$ cat config.mk
export PLATFORM = sky130hd
export DESIGN_NAME = counting_semaphore_unit
export DESIGN_NICKNAME = d
export VERILOG_FILES = /design/src/hw/rtl/csu_pkg.sv /design/src/hw/rtl/counting_semaphore_unit.sv
export SDC_FILE = /design/constraint.sdc
export NUM_CORES = 1
export LEC_CHECK = 0
export BUFFER_PORTS_ARGS = -buffer_cell sky130_fd_sc_hd__buf_2
export CORE_UTILIZATION = 45
export DETAILED_ROUTE_END_ITERATION = 10
export PLACE_DENSITY = 0.66
export SLEW_MARGIN = 20
export SYNTH_ARGS = -nofsm -noshare
export SYNTH_HDL_FRONTEND = slang
export SYNTH_SLANG_ARGS = --single-unit
$ cat constraint.sdc
create_clock -name clk -period 3.7 [get_ports clk]
set_input_delay 0.74 -clock clk [delete_from_list [all_inputs] [get_ports clk]]
set_output_delay 0.74 -clock clk [all_outputs]
set_load 0.01 [all_outputs]
$ cat src/hw/rtl/csu_pkg.sv
// csu_pkg: sizes, codes and state type shared by the counting semaphore unit
// no dependencies; used by hw/rtl/counting_semaphore_unit.sv

package csu_pkg;

	localparam int NUM_SEMAPHORES = 8;
	localparam int MAX_THREADS    = 16;

	localparam int SEM_W  = $clog2(NUM_SEMAPHORES);
	localparam int SLOT_W = $clog2(MAX_THREADS);
	// ring size and slot pointers that must hold MAX_THREADS itself
	localparam int RING_W = $clog2(MAX_THREADS + 1);

	localparam int CNT_W  = 8;
	localparam int CMD_W  = 2;
	localparam int ACT_W  = 5;

	localparam logic signed [CNT_W-1:0] CNT_MIN = {1'b1, {(CNT_W-1){1'b0}}};
	localparam logic signed [CNT_W-1:0] CNT_MAX = {1'b0, {(CNT_W-1){1'b1}}};

	localparam logic [ACT_W-1:0] ACT_RESET = ACT_W'(MAX_THREADS);

	typedef enum logic [CMD_W-1:0] {
		CMD_INIT   = 2'd0,
		CMD_WAIT   = 2'd1,
		CMD_SIGNAL = 2'd2
	} cmd_t;

	typedef enum logic [1:0] {
		ST_IDLE,
		ST_READ,
		ST_WRAP,
		ST_SEARCH
	} state_t;

	// register addresses on the configuration port
	localparam logic [1:0] ADDR_ACTIVE_THREADS = 2'd0;

endpackage

$ cat src/hw/rtl/counting_semaphore_unit.sv
// counting_semaphore_unit: semaphore count memory, per-thread block marks and wake-up search
// depends on hw/rtl/csu_pkg.sv
//
// channel   direction  handshake                 payload
// command   in         start & !busy             command, sem_index, init_value, current_thread
// result    out        done (one cycle)          count_after, switch_request, woke_valid,
//                                                woke_thread, no_waiter_error
// config    in/out     psel & penable & pwrite   paddr, pwdata / prdata (active_threads at 0)
//
// init, wait and a signal that needs no wake-up: registered count memory read at accept, then
// the update and write back, then the registered result strobe
// a signal that must wake a thread adds the start-slot wrap (one subtraction of the ring size
// per cycle) plus a one-slot-per-cycle walk of the mark memory, at most ring size slots
// reset clears all counts at once through valid bits and the block flags in their flops; no clearing pass
// busy is high from accept until the result strobe; results cannot be held off

module counting_semaphore_unit (
	input  logic                              clk,
	input  logic                              arst_n,
	input  logic                              start,
	output logic                              busy,
	input  logic [1:0]                        command,
	input  logic [2:0]                        sem_index,
	input  logic signed [7:0]                 init_value,
	input  logic [3:0]                        current_thread,
	output logic                              done,
	output logic signed [7:0]                 count_after,
	output logic                              switch_request,
	output logic                              woke_valid,
	output logic [3:0]                        woke_thread,
	output logic                              no_waiter_error,
	input  logic                              psel,
	input  logic                              penable,
	input  logic                              pwrite,
	input  logic [1:0]                        paddr,
	input  logic [31:0]                       pwdata,
	output logic [31:0]                       prdata,
	output logic                              pready
);

	csu_pkg::state_t state_q, state_d;

	// configuration
	logic [csu_pkg::ACT_W-1:0]  active_q;
	logic [csu_pkg::RING_W-1:0] ring_n;

	// captured command
	csu_pkg::cmd_t                     cmd_q;
	logic [csu_pkg::SEM_W-1:0]         sem_q;
	logic signed [csu_pkg::CNT_W-1:0]  ival_q;
	logic [csu_pkg::SLOT_W-1:0]        cur_q;

	// count memory with reset valid bits
	logic signed [csu_pkg::CNT_W-1:0]  sem_mem [csu_pkg::NUM_SEMAPHORES];
	logic signed [csu_pkg::CNT_W-1:0]  sem_rd_s1;
	logic [csu_pkg::NUM_SEMAPHORES-1:0] sem_vld_q;

	// block marks: flag per slot in flops, semaphore index in memory
	logic [csu_pkg::SEM_W-1:0]         mark_mem [csu_pkg::MAX_THREADS];
	logic [csu_pkg::SEM_W-1:0]         mark_rd_s1;
	logic [csu_pkg::MAX_THREADS-1:0]   blocked_q;

	// search
	logic [csu_pkg::RING_W-1:0]        ptr_q;
	logic [csu_pkg::RING_W-1:0]        iss_q;
	logic [csu_pkg::RING_W-1:0]        ptr_inc;
	logic                              issue;
	logic                              chk_vld_s1;
	logic [csu_pkg::SLOT_W-1:0]        chk_slot_s1;
	logic                              chk_last_s1;
	logic                              hit;
	logic signed [csu_pkg::CNT_W-1:0]  cnt_q;

	// update datapath
	logic signed [csu_pkg::CNT_W-1:0]  c_cur, c_new;
	logic                              do_block;
	logic                              need_wake;

	// finish controls
	logic fin, fin_sw, fin_wv, fin_err;

	logic cfg_wr;

	// result registers
	logic                              done_q;
	logic signed [csu_pkg::CNT_W-1:0]  count_after_q;
	logic                              switch_q;
	logic                              woke_vld_q;
	logic [csu_pkg::SLOT_W-1:0]        woke_thr_q;
	logic                              err_q;

	assign busy            = (state_q != csu_pkg::ST_IDLE);
	assign done            = done_q;
	assign count_after     = count_after_q;
	assign switch_request  = switch_q;
	assign woke_valid      = woke_vld_q;
	assign woke_thread     = woke_thr_q;
	assign no_waiter_error = err_q;

	// configuration port
	assign pready = 1'b1;
	assign cfg_wr = psel && penable && pwrite && (paddr == csu_pkg::ADDR_ACTIVE_THREADS);
	assign prdata = (paddr == csu_pkg::ADDR_ACTIVE_THREADS) ?
		{{(32-csu_pkg::ACT_W){1'b0}}, active_q} : 32'd0;

	// ring size: zero acts as one, above the slot count clamps
	always_comb begin
		if (active_q == '0) begin
			ring_n = csu_pkg::RING_W'(1);
		end else if (csu_pkg::RING_W'(active_q) > csu_pkg::RING_W'(csu_pkg::MAX_THREADS)) begin
			ring_n = csu_pkg::RING_W'(csu_pkg::MAX_THREADS);
		end else begin
			ring_n = csu_pkg::RING_W'(active_q);
		end
	end

	// count update from the registered memory read
	always_comb begin
		c_cur     = sem_vld_q[sem_q] ? sem_rd_s1 : '0;
		c_new     = c_cur;
		do_block  = 1'b0;
		need_wake = 1'b0;
		case (cmd_q)
			csu_pkg::CMD_INIT: begin
				c_new = ival_q;
			end
			csu_pkg::CMD_WAIT: begin
				if (c_cur != csu_pkg::CNT_MIN) begin
					c_new = c_cur - csu_pkg::CNT_W'(1);
				end
				do_block = c_new[csu_pkg::CNT_W-1];
			end
			csu_pkg::CMD_SIGNAL: begin
				if (c_cur != csu_pkg::CNT_MAX) begin
					c_new = c_cur + csu_pkg::CNT_W'(1);
				end
				need_wake = c_new[csu_pkg::CNT_W-1] || (c_new == '0);
			end
			default: begin
				c_new = c_cur;
			end
		endcase
	end

	// search step helpers
	assign ptr_inc = ptr_q + csu_pkg::RING_W'(1);
	assign issue   = (state_q == csu_pkg::ST_SEARCH) && (iss_q != ring_n);
	assign hit     = chk_vld_s1 && blocked_q[chk_slot_s1] && (mark_rd_s1 == sem_q);

	// next state and finish controls
	always_comb begin
		state_d = state_q;
		fin     = 1'b0;
		fin_sw  = 1'b0;
		fin_wv  = 1'b0;
		fin_err = 1'b0;
		case (state_q)
			csu_pkg::ST_IDLE: begin
				if (start) begin
					state_d = csu_pkg::ST_READ;
				end
			end
			csu_pkg::ST_READ: begin
				if (need_wake) begin
					state_d = csu_pkg::ST_WRAP;
				end else begin
					fin     = 1'b1;
					fin_sw  = do_block;
					state_d = csu_pkg::ST_IDLE;
				end
			end
			csu_pkg::ST_WRAP: begin
				if (ptr_q < ring_n) begin
					state_d = csu_pkg::ST_SEARCH;
				end
			end
			csu_pkg::ST_SEARCH: begin
				if (hit) begin
					fin     = 1'b1;
					fin_wv  = 1'b1;
					state_d = csu_pkg::ST_IDLE;
				end else if (chk_vld_s1 && chk_last_s1) begin
					fin     = 1'b1;
					fin_err = 1'b1;
					state_d = csu_pkg::ST_IDLE;
				end
			end
			default: begin
				state_d = csu_pkg::ST_IDLE;
			end
		endcase
	end

	// control state
	always_ff @(posedge clk or negedge arst_n) begin
		if (!arst_n) begin
			state_q    <= csu_pkg::ST_IDLE;
			active_q   <= csu_pkg::ACT_RESET;
			sem_vld_q  <= '0;
			blocked_q  <= '0;
			chk_vld_s1 <= 1'b0;
			done_q     <= 1'b0;
		end else begin
			state_q    <= state_d;
			done_q     <= fin;
			chk_vld_s1 <= issue && !fin;
			if (cfg_wr) begin
				active_q <= pwdata[csu_pkg::ACT_W-1:0];
			end
			if (state_q == csu_pkg::ST_READ) begin
				sem_vld_q[sem_q] <= 1'b1;
				if (do_block) begin
					blocked_q[cur_q] <= 1'b1;
				end
			end
			if (hit) begin
				blocked_q[chk_slot_s1] <= 1'b0;
			end
		end
	end

	// count memory
	always_ff @(posedge clk) begin
		if (state_q == csu_pkg::ST_READ) begin
			sem_mem[sem_q] <= c_new;
		end
		sem_rd_s1 <= sem_mem[sem_index[csu_pkg::SEM_W-1:0]];
	end

	// mark memory, read address follows the search pointer
	always_ff @(posedge clk) begin
		if ((state_q == csu_pkg::ST_READ) && do_block) begin
			mark_mem[cur_q] <= sem_q;
		end
		mark_rd_s1 <= mark_mem[ptr_q[csu_pkg::SLOT_W-1:0]];
	end

	// command capture and search datapath
	always_ff @(posedge clk) begin
		case (state_q)
			csu_pkg::ST_IDLE: begin
				if (start) begin
					cmd_q  <= csu_pkg::cmd_t'(command);
					sem_q  <= sem_index[csu_pkg::SEM_W-1:0];
					ival_q <= init_value;
					cur_q  <= current_thread[csu_pkg::SLOT_W-1:0];
				end
			end
			csu_pkg::ST_READ: begin
				cnt_q <= c_new;
				ptr_q <= csu_pkg::RING_W'(cur_q) + csu_pkg::RING_W'(1);
				iss_q <= '0;
			end
			csu_pkg::ST_WRAP: begin
				// start slot modulo ring size, one subtraction a cycle
				if (ptr_q >= ring_n) begin
					ptr_q <= ptr_q - ring_n;
				end
			end
			csu_pkg::ST_SEARCH: begin
				if (issue) begin
					chk_slot_s1 <= ptr_q[csu_pkg::SLOT_W-1:0];
					chk_last_s1 <= (iss_q == ring_n - csu_pkg::RING_W'(1));
					ptr_q       <= (ptr_inc == ring_n) ? '0 : ptr_inc;
					iss_q       <= iss_q + csu_pkg::RING_W'(1);
				end
			end
			default: begin
				ptr_q <= ptr_q;
			end
		endcase
	end

	// result registers
	always_ff @(posedge clk) begin
		if (fin) begin
			count_after_q <= (state_q == csu_pkg::ST_READ) ? c_new : cnt_q;
			switch_q      <= fin_sw;
			woke_vld_q    <= fin_wv;
			woke_thr_q    <= fin_wv ? chk_slot_s1 : '0;
			err_q         <= fin_err;
		end
	end

`ifndef SYNTHESIS
	// a result only closes a transaction that was in flight
	a_done_after_busy: assert property (@(posedge clk) disable iff (!arst_n)
		done |-> $past(state_q != csu_pkg::ST_IDLE))
		else $error("result strobe without a transaction in flight");

	// an accepted command always starts with the count read
	a_accept_reads: assert property (@(posedge clk) disable iff (!arst_n)
		(start && !busy) |=> (state_q == csu_pkg::ST_READ))
		else $error("accepted command did not enter the read state");

	// the walk never issues more slots than the ring holds
	a_search_bound: assert property (@(posedge clk) disable iff (!arst_n)
		(state_q == csu_pkg::ST_SEARCH) |-> (iss_q <= ring_n) && (ptr_q < ring_n))
		else $error("search pointer left the ring");

	// a woken thread is a ring slot that was blocked in the cycle before its result strobe
	a_wake_blocked: assert property (@(posedge clk) disable iff (!arst_n)
		(fin && fin_wv) |=> done && woke_valid && $past(blocked_q[chk_slot_s1]) &&
			!blocked_q[woke_thread])
		else $error("woken thread was not blocked");

	// wake-up and missing waiter exclude each other and the switch request
	a_flags_exclusive: assert property (@(posedge clk) disable iff (!arst_n)
		done |-> ($countones({switch_request, woke_valid, no_waiter_error}) <= 1))
		else $error("conflicting result flags");
`endif

endmodule
==> results.md <==
* Status: finished, final reports clean
* Synthesized flop and latch total at 211
* Layout cells sized above 1 at 24.9%
* Asr flop ratio synth at 15.6%
* Ys flop type: edfxtp_1
* Worst EP required at 3.95 ns
* NumNets Final at 879
* CP Class: reg2reg
* Residual DRC at 0
* WL/cell at 20.0 um
* CTS Hold Bufs at 0
* GRT Total Usage at 20.1%
* Initial antenna violation count at 1
* Fin Hold WS at 0.326 ns
* Finish-stage setup viols at 0
* Via count at 6273
* First-pass GRT wire length at 34400 um
* Seq/Total Area, Yosys at 60.7%
* Area of the core at 21200 sq um
* Average cell area after synthesis at 13.6 sq um
* Cell Area, Synth at 9860 sq um
* Slowest stage cell, crit path: edfxtp_1
* Number of instances in the placed design at 1050
* Die Width at 150 um
* Root Buffer: clkbuf_16
* CP Capture Type: flop
* Max Cap Violations at 0
* DR vias/cell at 5.71
* Total wire length at 22000 um
* Critical path fanouts, max at 10
* Effective utilization at floorplan at 46.5%
* Ranking of synthesized cells by area: edfxtp_1 (48%), dfrtp_1 (8.1%), mux4_2 (5.9%)
* Filler cells at 1742
* GRT met3 Usage at 3.05%
* Number of global-route vias before repair at 6248
* Maximum vdd drop at 0.339 mV
* Top Usage Layer GRT: met2
* Synth warn at 0
* Post-synth EDFFs at 159
* Max Slew Vio Count at 0
* CTS Buffer Depth at 3
* CP dominant cell by count: mux2_2
* Clock Skews at 0.0193 ns
* Remaining global-route overflow at 0
* Crit path largest cell delay at 0.56 ns
* Clk_lat worst skew at 0.51 ns
* Clock slew at reported path FFs at 0.06 ns
* Worst rel slew slack at 33.7%
* Die area at 22500 sq um
* Leakage at 4.25 nW
* Detailed Routing Iterations Pass 1 at 7
* Synth area leader: edfxtp_1
* Post-synth top area share at 48.4%
* # rows at 53
* IO Count at 107
* Crit path cell chain: nand4bb_1, o311ai_4, nor2_2, nor2_1, ha_1, nand4_1, buf_4, nor3b_1, mux2_2, a32oi_1, o31ai_2, mux2_2
* Synth cell types at 77
* TritonCTS clock tree: done
* Worst Max-Slew Pin Slew at 0.993 ns
* Tmin final at 3.51 ns
* Crit path launch type: flop
* HPWL Detailed at 15100 um
* Power per cell area at 716 nW/um^2
* GRT met1 Usage at 25.4%
* Cell Count, Final, Fillers Out at 1098
* IO Port Bufs at 51
* Family with the most delay on the worst path: simple AND/OR/NAND/NOR gates
* H-tree Lvls at 1
* Syn Inst Count at 725
* Hold crit path type: in2async
* Fmax at 0.285 GHz
* WP buf/inv at 1
* Global Route met2 Usage at 35.0%
* Placer Congestion at 0.873
* Period utilization at 95.0%
* Area growth, synth to finish at 15.4%
* Num Clock Sinks at 211
* Crit path DAT at 3.76 ns
* DRT iter0 DRCs at 531
* Final hold vios at 0
* Routed Antenna Nets at 0
* Die Y at 150 um
* Total CTS buffers at 23
* Largest net degree at the start of global routing at 34
[stage by stage]
stage               TNS, ns  setup slack (ns)  power (mW)  utilization (%)  cell area (sq um)
finish                    0             0.186        8.14             53.6              11400
global route        -0.0773           -0.0540        8.54             53.6              11400
global placement          0             0.144        5.60             49.4              10500
CTS                       0            0.0124        8.16             53.3              11300
detailed placement        0            0.0451        5.68             49.4              10500
floorplan                 0            0.0725        4.99                -               9970
[synthesized netlist by cell type, types with 5 or more instances]
cell type / number
edfxtp_1: 159
nor2_1: 46
dfrtp_1: 32
buf_4: 30
nand2_1: 28
mux4_2: 26
a21oi_1: 22
mux2_2: 20
clkbuf_1: 19
dfxtp_1: 19
inv_1: 19
mux2i_1: 19
nand3_1: 18
o21ai_0: 18
and2_1: 16
xnor2_1: 16
ha_1: 15
nor3_1: 14
nor2b_1: 13
or2_2: 13
a31oi_1: 11
xor2_1: 10
nand2b_1: 9
buf_2: 8
a221oi_1: 7
and3_1: 7
a2bb2oi_1: 6
o21a_1: 6
o32a_1: 6
nor4_1: 5
nor4b_1: 5
o22ai_1: 5
[where the power goes]
group	internal, mW	switching [mW]	total (mW)
registers	3.08	0.412	3.49
clock network	1.56	0.891	2.45
logic	0.968	1.23	2.20
[routing by layer]
| layer | part of all wire [%] | vias up |
|---|---|---|
| met2 | 51 | 191 |
| met1 | 42 | 3178 |
| met3 | 4.7 | 43 |
| met5 | 0 | - |
| li1 | - | 2861 |
| met4 | 2.9 | 0 |
[cell families (layout without fill, tap and decap cells)]
logic type / count (synthesis) / count (layout) / share of synthesized area, %
other: 2 / 29 / 0.0762
AO/OA/AOI/OAI: 121 / 121 / 9.06
AND/OR/NAND/NOR: 200 / 200 / 11.0
adder cells (fa/ha/maj): 16 / 16 / 2.11
XOR/XNOR: 26 / 26 / 2.31
buffers and inverters: 84 / 155 / 4.59
multiplexers: 65 / 65 / 10.2
flip-flops: 211 / 211 / 60.7
[path summary, 6_finish.rpt]
path                                   start  cells after the start        endpoint  slack (ns)
min                                   arst_n                      1     active_q[2]        0.33
max reg2reg                         sem_q[2]                     12  count_after[6]        0.19
min reg2reg                         cnt_q[1]                      2        cnt_q[1]        0.47
max in group asynchronous             arst_n                      1    sem_vld_q[0]        2.85
min in group clk           current_thread[3]                      1        cur_q[3]        0.41
max                                 sem_q[2]                     12  count_after[6]        0.19
[worst register-to-register path, stage by stage (launching register included)]
cell and delay [ns]:
edfxtp_1 0.56, nand4bb_1 0.33, o311ai_4 0.15, nor2_2 0.08
nor2_1 0.19, ha_1 0.29, nand4_1 0.15, buf_4 0.19
nor3b_1 0.22, mux2_2 0.35, a32oi_1 0.22, o31ai_2 0.20
mux2_2 0.32
[sequential cells by signal, summed over array words and instances (netlist names), 3 cells and up, named ones only]
| register | cells |
|---|---|
| active_q | 5 |
| mark_rd_s1 | 3 |
| sem_mem | 64 |
| cur_q | 4 |
| chk_slot_s1 | 4 |
| cnt_q | 8 |
| sem_q | 3 |
| iss_q | 5 |
| count_after | 8 |
| ptr_q | 5 |
| sem_vld_q | 8 |
| mark_mem | 48 |
| blocked_q | 16 |
| sem_rd_s1 | 8 |
| ival_q | 8 |
| woke_thread | 4 |
[cell usage in the layout (no fill, tap or decap), types with 5 or more instances in the layout]
cell	count
ha_1	15
nor2b_1	13
clkbuf_16	23
edfxtp_1	159
nand2_1	28
a31oi_1	10
inv_1	19
nor2_1	44
a221oi_1	7
dfrtp_1	32
mux2_2	20
clkbuf_1	7
o21a_1	6
xnor2_1	16
and2_1	16
dfxtp_1	19
o21ai_0	18
mux2i_1	19
buf_4	40
buf_2	51
conb_1	28
a2bb2oi_1	6
xor2_1	10
mux4_2	26
nor4_1	5
and3_1	7
nand3_1	18
nor3_1	13
bufinv_16	5
o32a_1	6
a21oi_1	22
nand2b_1	9
or2_2	13
[timing repair]
item / in CTS / in global routing
endpoints found under the setup margin: 0 / 25
gates resized for setup: 0 / 3
setup buffers: 0 / 6
[layout make-up]
cell class / instances / area (sq um) / share of cell area, %
Clock buffer: 33 / 643 / 5.65
Multi-Input combinational cell: 456 / 3570 / 31.4
Tap cell: 275 / 344 / 3.03
Clock inverter: 8 / 174 / 1.53
Inverter: 21 / 78.8 / 0.693
Timing Repair Buffer: 93 / 581 / 5.10
Antenna cell: 1 / 2.50 / 0.0220
Sequential cell: 211 / 5980 / 52.6
Power figures use the tool's default switching activity.
